`src/design/gda_pkg.sv`:
```
`default_nettype none

package gda_pkg;

  localparam int unsigned MaskWidth = 7;
  localparam logic [MaskWidth-1:0] WeekendMaskReset = 7'd96;

  localparam logic [2:0] Saturday = 3'd6;
  localparam logic [3:0] MonthFeb = 4'd2;
  localparam logic [3:0] MonthMar = 4'd3;
  localparam logic [3:0] MonthDec = 4'd12;
  localparam logic [12:0] Div25Mul = 13'd5243;
  localparam int unsigned Div25Shift = 17;

  typedef struct packed {
    logic [4:0]  day;
    logic [3:0]  month;
    logic [13:0] year;
  } date_t;

  typedef struct packed {
    logic [2:0]  weekday;
    logic        end_of_week;
    logic        weekend;
    logic        leap_year;
    logic [4:0]  month_length;
    logic [8:0]  day_of_year;
    logic [2:0]  days_left_week;
    logic [4:0]  days_left_month;
    logic [8:0]  days_left_year;
    logic [4:0]  next_day;
    logic [3:0]  next_month;
    logic [13:0] next_year;
  } result_t;

  typedef struct packed {
    logic        leap_year;
    logic [4:0]  month_length;
    logic [8:0]  day_of_year;
    logic [4:0]  days_left_month;
    logic [8:0]  days_left_year;
    logic [4:0]  next_day;
    logic [3:0]  next_month;
    logic [13:0] next_year;
  } cal_t;

  // exact floor(x / 25) for any 13-bit x
  function automatic logic [8:0] div25(input logic [12:0] x);
    logic [25:0] prod;
    prod = 26'(x) * 26'(Div25Mul);
    return prod[25:Div25Shift];
  endfunction

  // octal digit folding, 8 = 1 mod 7
  function automatic logic [2:0] mod7(input logic [15:0] x);
    logic [5:0] s1;
    logic [3:0] s2;
    s1 = 6'(x[2:0]) + 6'(x[5:3]) + 6'(x[8:6]) + 6'(x[11:9]) + 6'(x[14:12]) + 6'(x[15]);
    s2 = 4'(s1[2:0]) + 4'(s1[5:3]);
    if (s2 >= 4'd7) begin
      s2 = s2 - 4'd7;
    end
    return s2[2:0];
  endfunction

  // floor(31 * shifted_month / 12)
  function automatic logic [5:0] month_offset(input logic [3:0] m);
    logic [5:0] r;
    unique case (m)
      4'd0:    r = 6'd25;
      4'd1:    r = 6'd28;
      4'd2:    r = 6'd31;
      4'd3:    r = 6'd2;
      4'd4:    r = 6'd5;
      4'd5:    r = 6'd7;
      4'd6:    r = 6'd10;
      4'd7:    r = 6'd12;
      4'd8:    r = 6'd15;
      4'd9:    r = 6'd18;
      4'd10:   r = 6'd20;
      4'd11:   r = 6'd23;
      4'd12:   r = 6'd25;
      4'd13:   r = 6'd28;
      4'd14:   r = 6'd31;
      default: r = 6'd33;
    endcase
    return r;
  endfunction

  function automatic logic [4:0] month_len(input logic [3:0] m, input logic leap);
    logic [4:0] r;
    unique case (m)
      4'd1, 4'd3, 4'd5, 4'd7, 4'd8, 4'd10, 4'd12: r = 5'd31;
      4'd4, 4'd6, 4'd9, 4'd11:                   r = 5'd30;
      4'd2:                                      r = leap ? 5'd29 : 5'd28;
      default:                                   r = 5'd0;
    endcase
    return r;
  endfunction

  // days in the months before m, common year
  function automatic logic [8:0] days_before(input logic [3:0] m);
    logic [8:0] r;
    unique case (m)
      4'd0, 4'd1: r = 9'd0;
      4'd2:       r = 9'd31;
      4'd3:       r = 9'd59;
      4'd4:       r = 9'd90;
      4'd5:       r = 9'd120;
      4'd6:       r = 9'd151;
      4'd7:       r = 9'd181;
      4'd8:       r = 9'd212;
      4'd9:       r = 9'd243;
      4'd10:      r = 9'd273;
      4'd11:      r = 9'd304;
      4'd12:      r = 9'd334;
      default:    r = 9'd365;
    endcase
    return r;
  endfunction

endpackage

`default_nettype wire

```
`src/design/gda_weekday.sv`:
```
`default_nettype none

module gda_weekday (
  input  var gda_pkg::date_t date,
  output logic [2:0]         weekday
);

  logic        jan_feb;
  logic [14:0] yy;
  logic [12:0] q4;
  logic [8:0]  q100;
  logic [6:0]  q400;
  logic [15:0] sum;

  always_comb begin
    jan_feb = (date.month <= gda_pkg::MonthFeb);
    // 400 extra years keep the sum positive without moving the weekday
    yy      = 15'(date.year) + 15'd400 - 15'(jan_feb);
    q4      = yy[14:2];
    q100    = gda_pkg::div25(q4);
    q400    = q100[8:2];
    sum     = 16'(date.day) + 16'(yy) + 16'(q4) - 16'(q100) + 16'(q400)
            + 16'(gda_pkg::month_offset(date.month));
    weekday = gda_pkg::mod7(sum);
  end

endmodule

`default_nettype wire

```
`src/design/gda_calendar.sv`:
```
`default_nettype none

module gda_calendar (
  input  var gda_pkg::date_t date,
  output gda_pkg::cal_t      cal
);

  logic [11:0] y4;
  logic [8:0]  c;
  logic [12:0] rem;
  logic        leap;
  logic [4:0]  len;
  logic [8:0]  doy;
  logic [9:0]  ylen;
  logic [5:0]  lm;
  logic [9:0]  ly;
  logic        last_day;

  always_comb begin
    y4   = date.year[13:2];
    c    = gda_pkg::div25({1'b0, y4});
    rem  = {1'b0, y4} - 13'(c) * 13'd25;
    // divisible by 4; a century only when also divisible by 400
    leap = (date.year[1:0] == 2'b00) && ((rem != 13'd0) || (c[1:0] == 2'b00));
    len  = gda_pkg::month_len(date.month, leap);
    doy  = 9'(date.day) + gda_pkg::days_before(date.month)
         + 9'(leap && (date.month >= gda_pkg::MonthMar));
    ylen = leap ? 10'd366 : 10'd365;

    if (date.day <= len) begin
      lm = 6'(len) - 6'(date.day) + 6'd1;
    end else begin
      lm = 6'd1;
    end

    if (10'(doy) <= ylen) begin
      ly = ylen - 10'(doy) + 10'd1;
    end else begin
      ly = 10'd1;
    end

    last_day = (len != 5'd0) && (date.day >= len);

    cal.leap_year       = leap;
    cal.month_length    = len;
    cal.day_of_year     = doy;
    cal.days_left_month = lm[4:0];
    cal.days_left_year  = ly[8:0];
    cal.next_day        = last_day ? 5'd1 : date.day + 5'd1;
    cal.next_month      = date.month;
    cal.next_year       = date.year;
    if (last_day) begin
      if (date.month == gda_pkg::MonthDec) begin
        cal.next_month = 4'd1;
        cal.next_year  = date.year + 14'd1;
      end else begin
        cal.next_month = date.month + 4'd1;
      end
    end
  end

endmodule

`default_nettype wire

```
`src/design/gregorian_date_analyzer.sv`:
```
`default_nettype none

// Calendar facts for one Gregorian date per clock. A date is taken on every
// cycle with start high (busy never rises) and its result shows on result for
// the single cycle that done is high, which lies behind one register on the
// date, one on the result, with the weekday, leap-year, day-of-year and
// next-date logic between them. The receiver cannot stall, so results must be
// captured when done is high. The slowest path is the century count of the
// weekday (a 13 x 13 reciprocal multiply followed by a mod-7 fold). The weekend
// mask is written through cfg_data (always ready) and resets to Friday and
// Saturday; write it only while no date is in flight.

module gregorian_date_analyzer (
  input  var logic                              clk,
  input  var logic                              rst,
  input  var logic                              start,
  output logic                                  busy,
  input  var gda_pkg::date_t                    date,
  output logic                                  done,
  output gda_pkg::result_t                      result,
  input  var logic                              cfg_valid,
  output logic                                  cfg_ready,
  input  var logic [gda_pkg::MaskWidth-1:0]     cfg_data
);

  logic                          valid_q;
  gda_pkg::date_t                date_q;
  logic [gda_pkg::MaskWidth-1:0] weekend_mask;
  logic [2:0]                    wd;
  gda_pkg::cal_t                 cal;
  gda_pkg::result_t              result_next;

  assign busy      = 1'b0;
  assign cfg_ready = 1'b1;

  always_ff @(posedge clk) begin
    if (rst) begin
      weekend_mask <= gda_pkg::WeekendMaskReset;
    end else if (cfg_valid && cfg_ready) begin
      weekend_mask <= cfg_data;
    end
  end

  always_ff @(posedge clk) begin
    if (rst) begin
      valid_q <= 1'b0;
    end else begin
      valid_q <= start && !busy;
    end
  end

  always_ff @(posedge clk) begin
    if (start && !busy) begin
      date_q <= date;
    end
  end

  gda_weekday u_weekday (
    .date    (date_q),
    .weekday (wd)
  );

  gda_calendar u_calendar (
    .date (date_q),
    .cal  (cal)
  );

  always_comb begin
    result_next.weekday         = wd;
    result_next.end_of_week     = (wd == gda_pkg::Saturday);
    result_next.weekend         = weekend_mask[wd];
    result_next.leap_year       = cal.leap_year;
    result_next.month_length    = cal.month_length;
    result_next.day_of_year     = cal.day_of_year;
    result_next.days_left_week  = gda_pkg::Saturday - wd;
    result_next.days_left_month = cal.days_left_month;
    result_next.days_left_year  = cal.days_left_year;
    result_next.next_day        = cal.next_day;
    result_next.next_month      = cal.next_month;
    result_next.next_year       = cal.next_year;
  end

  always_ff @(posedge clk) begin
    if (rst) begin
      done <= 1'b0;
    end else begin
      done <= valid_q;
    end
  end

  always_ff @(posedge clk) begin
    if (valid_q) begin
      result <= result_next;
    end
  end

`ifndef SYNTHESIS
  a_latency: assert property (@(posedge clk) disable iff (rst)
    start && !busy |-> ##2 done)
    else $error("accepted date gave no result two cycles later");

  a_weekday_range: assert property (@(posedge clk) disable iff (rst)
    done |-> result.weekday <= gda_pkg::Saturday)
    else $error("weekday out of range");

  a_end_of_week: assert property (@(posedge clk) disable iff (rst)
    done |-> result.end_of_week == (result.days_left_week == 3'd0))
    else $error("end of week disagrees with days left in week");

  a_weekend: assert property (@(posedge clk) disable iff (rst)
    done && $stable(weekend_mask) |-> result.weekend == weekend_mask[result.weekday])
    else $error("weekend flag disagrees with mask");
`endif

endmodule

`default_nettype wire

```
`config.mk`:
```
export PLATFORM = sky130hd
export DESIGN_NAME = gregorian_date_analyzer
export DESIGN_NICKNAME = d
export VERILOG_FILES = /design/src/design/gda_pkg.sv /design/src/design/gda_weekday.sv /design/src/design/gda_calendar.sv /design/src/design/gregorian_date_analyzer.sv
export SDC_FILE = /design/constraint.sdc
export NUM_CORES = 1
export LEC_CHECK = 0
export BUFFER_PORTS_ARGS = -buffer_cell sky130_fd_sc_hd__buf_2
export CORE_MARGIN = 5
export CORE_UTILIZATION = 45
export CTS_BUF_LIST = sky130_fd_sc_hd__clkbuf_2 sky130_fd_sc_hd__clkbuf_4 sky130_fd_sc_hd__clkbuf_8
export CTS_CLUSTER_SIZE = 40
export DETAILED_ROUTE_END_ITERATION = 16
export PLACE_DENSITY = 0.73
export SYNTH_ARGS = -nofsm -noshare
export SYNTH_HDL_FRONTEND = slang
export SYNTH_HIERARCHICAL = 1
export SYNTH_SLANG_ARGS = --single-unit
export TNS_END_PERCENT = 50
```
`constraint.sdc`:
```
create_clock -name clk -period 21.2 [get_ports clk]
set_input_delay 1.06 -clock clk [delete_from_list [all_inputs] [get_ports clk]]
set_output_delay 1.06 -clock clk [all_outputs]
set_load 0.02 [all_outputs]
```
==> results.tsv <==
stage	metric	value	unit
setup_path	ff_to_ff_start	date_q[14]	
synth	syn_area_per_cell	10.0	um^2
cts	ctsLongestPathBuffers	2	
timing	max_freq	0.0622	GHz
timing	rsz0062_at_grt	no	
cts	cts.repair_timing.setup_buffer_count	0	
synth	synth_cells	1483	
cts	clock_tree.htree_level_count	3	
synth	mappedNetlistNets	1989	
timing	post-route-period-util	0.759	
timing	finalHoldViolations	0	
timing	final.setup_skew	0.00991	ns
synth	leading_cell_types_by_count_after_synthesis	sky130_fd_sc_hd__inv_1, sky130_fd_sc_hd__ha_1, sky130_fd_sc_hd__fa_1	
die	die-width	192	um
setup_path	critPathSlowestCell	sky130_fd_sc_hd__xor2_1	
route	detail-route-antenna-nets	0	
synth	synth_async_sr_flop_share	0	
die	die_height	192	um
setup_path	setup.worst_path.start	date_q[14]	
setup_path	worst_setup_path_start_kind	register	
placement	place_hpwl	27600	um
route	post_drt_wl_per_cell	15.9	um
setup_path	worstSetupEndpointType	register	
job	max_cap_viol_count	0	
finish	flow.area_growth_from_synthesis	7.92	%
die	top_level_ports	97	
placement	dpl.cell_count	2009	
die	core_footprint	32500	um^2
finish	fin_nets	2084	
finish	final-instance-count-excl-fill	2025	
setup_path	r2r_slack	5.12	ns
die	dieArea	36700	um^2
timing	finalMaxSlewViolations	0	
synth	ys_top_cells_by_area	sky130_fd_sc_hd__ha_1, sky130_fd_sc_hd__fa_1, sky130_fd_sc_hd__edfxtp_1	
grt	grt_first_pass_wirelength	54100	um
synth	yosys.cell_count.top_type	sky130_fd_sc_hd__inv_1	
route	remaining_drc_errors	0	
cts	cts_hold_repair.buffers	0	
route	drt-pass1-iter-count	7	
setup_path	worstReg2RegEnd	result[55]	
synth	synth_sequential_area_ratio	0.178	
synth	ys_seq_elements	91	
grt	first_global_vias	11088	
cts	tritoncts	done	
die	core.rowCount	66	
cts	count_of_instances_resized_after_the_clock_tree_is_built	0	
placement	buffer_ports.inserted	94	
hold_path	worstHoldPathType	reg -> reg	
setup_path	cp.required	21.33	ns
setup_path	endpoint	result[55]	
finish	drive_above_1_share	0.0948	
synth	synth_enable_flop_cells	82	
placement	gp_congestion	0.890	
timing	finalHoldWorstSlack	0.515	ns
die	initial_core_util	0.456	
status	outcome	finished, final reports clean	
timing	timing.setup.tns	0	ns
grt	gr-usage-all-layers	0.182	
finish	insertedDiodeCount	0	
setup_path	critical_path_class	reg -> reg	
grt	grt_start_max_net_pins	61	
synth	synth_cell_types	80	
synth	yosysTopAreaCellShare	0.269	
setup_path	reg2reg_depth	56	
setup_path	worst_path_most_repeated_cell	sky130_fd_sc_hd__fa_1	
synth	combined_area_of_all_synthesized_cells	14800	um^2
cts	cts-root-buf	sky130_fd_sc_hd__clkbuf_8	
cts	tritoncts.num_buffers	9	
route	detailroute.via_count	10434	
synth	synth_top_area_cell	sky130_fd_sc_hd__ha_1	
synth	synth_flop_cell	sky130_fd_sc_hd__edfxtp_1	
grt	antenna_found_initial	1	
grt	overflow	0	
timing	final-setup-viol-count	0	
setup_path	cp_max_fo	14	
setup_path	cp.arrival	16.21	ns
setup_path	critPathMaxStageDelay	0.76	ns
synth	synth_warnings	6	
route	drt_first_iter_violations	527	
route	drt-total-wl	32200	um
timing	post-route-min-period	16.08	ns
timing	slew_headroom	0.191	
route	via_per_inst	5.15	
cts	insertion_delay	0.37	ns
cts	clock_slew_seen_by_the_registers_of_the_worst_setup_and_hold_paths	0.09	ns
timing	tightest_slew	1.21	ns
cts	clock_sink_count	91	
-- final cells by class --
cell class	count	area, um^2
Clock buffer	9	124
Inverter	336	1260
Timing Repair Buffer	98	500
Clock inverter	7	73.8
Sequential cell	91	2640
Tap cell	442	553
Multi-Input combinational cell	1042	10800
Fill cell	3037	16500
-- per-layer routing --
metal	part of all wire	GRT usage
met5	0.00040	0
met4	0.017	0.0431
met3	0.036	0.0212
met2	0.51	0.329
met1	0.44	0.234
-- worst max-delay path, delay by kind of cell, from the launching register on --
| family | cells | cell delay (ns) |
|---|---|---|
| mux | 2 | 0.84 |
| xor+xnor | 5 | 1.86 |
| buf+inv | 12 | 0.86 |
| fa+ha+maj | 21 | 8.28 |
| compound gates | 16 | 3.37 |
| flops | 1 | 0.60 |
-- metrics by stage --
stage,setup WS (ns),utilization,instance area (um^2)
6_report,5.12,0.492,16000
5_1_grt,4.05,0.492,16000
4_1_cts,5.12,0.492,16000
3_5_place_dp,5.12,0.486,15800
3_3_place_gp,5.49,0.486,15800
2_1_floorplan,6.33,-,14800
-- cell usage in the layout (no fill, tap or decap), types with 5 or more instances in the layout --
cell type,n
sky130_fd_sc_hd__a211oi_1,10
sky130_fd_sc_hd__a21o_1,28
sky130_fd_sc_hd__a21oi_1,71
sky130_fd_sc_hd__a31oi_1,6
sky130_fd_sc_hd__and2_1,9
sky130_fd_sc_hd__and3_1,8
sky130_fd_sc_hd__buf_2,94
sky130_fd_sc_hd__clkbuf_8,9
sky130_fd_sc_hd__dfxtp_1,8
sky130_fd_sc_hd__edfxtp_1,82
sky130_fd_sc_hd__fa_1,153
sky130_fd_sc_hd__ha_1,319
sky130_fd_sc_hd__inv_1,336
sky130_fd_sc_hd__mux2_2,5
sky130_fd_sc_hd__mux2i_1,11
sky130_fd_sc_hd__nand2_1,51
sky130_fd_sc_hd__nand2b_1,20
sky130_fd_sc_hd__nand3_1,22
sky130_fd_sc_hd__nand4_1,8
sky130_fd_sc_hd__nor2_1,61
sky130_fd_sc_hd__nor2b_1,20
sky130_fd_sc_hd__nor3_1,10
sky130_fd_sc_hd__o211ai_1,6
sky130_fd_sc_hd__o21a_1,9
sky130_fd_sc_hd__o21ai_0,37
sky130_fd_sc_hd__o21bai_1,7
sky130_fd_sc_hd__or2_2,7
sky130_fd_sc_hd__or3_1,5
sky130_fd_sc_hd__xnor2_1,60
sky130_fd_sc_hd__xor2_1,30
-- registers in the layout, summed over array words and instances (netlist names) --
signal        flops
valid_q           1
result           59
date_q           23
done              1
weekend_mask      7
-- worst min-delay path by stage --
stage                    start  cells past startpoint  slack (ns)              end
2_1_floorplan  weekend_mask[4]                      2        0.45  weekend_mask[4]
3_3_place_gp   weekend_mask[2]                      2        0.48  weekend_mask[2]
3_5_place_dp   weekend_mask[3]                      2        0.50  weekend_mask[3]
4_1_cts        weekend_mask[3]                      2        0.52  weekend_mask[3]
5_1_grt        weekend_mask[1]                      2        0.56  weekend_mask[1]
6_report       weekend_mask[3]                      2        0.52  weekend_mask[3]
-- kinds of logic after synthesis --
| family | after synthesis | share of synthesized area |
|---|---|---|
| AO/OA/AOI/OAI | 225 | 0.104 |
| XOR/XNOR | 91 | 0.0543 |
| other | 2 | 0.000507 |
| multiplexers | 19 | 0.0158 |
| buffers and inverters | 350 | 0.0903 |
| flip-flops | 91 | 0.178 |
| adder cells (fa/ha/maj) | 472 | 0.476 |
| AND/OR/NAND/NOR | 233 | 0.0808 |
Power is not shown: default switching activity piles up to over one toggle a cycle in this logic, so the estimate is an artifact.
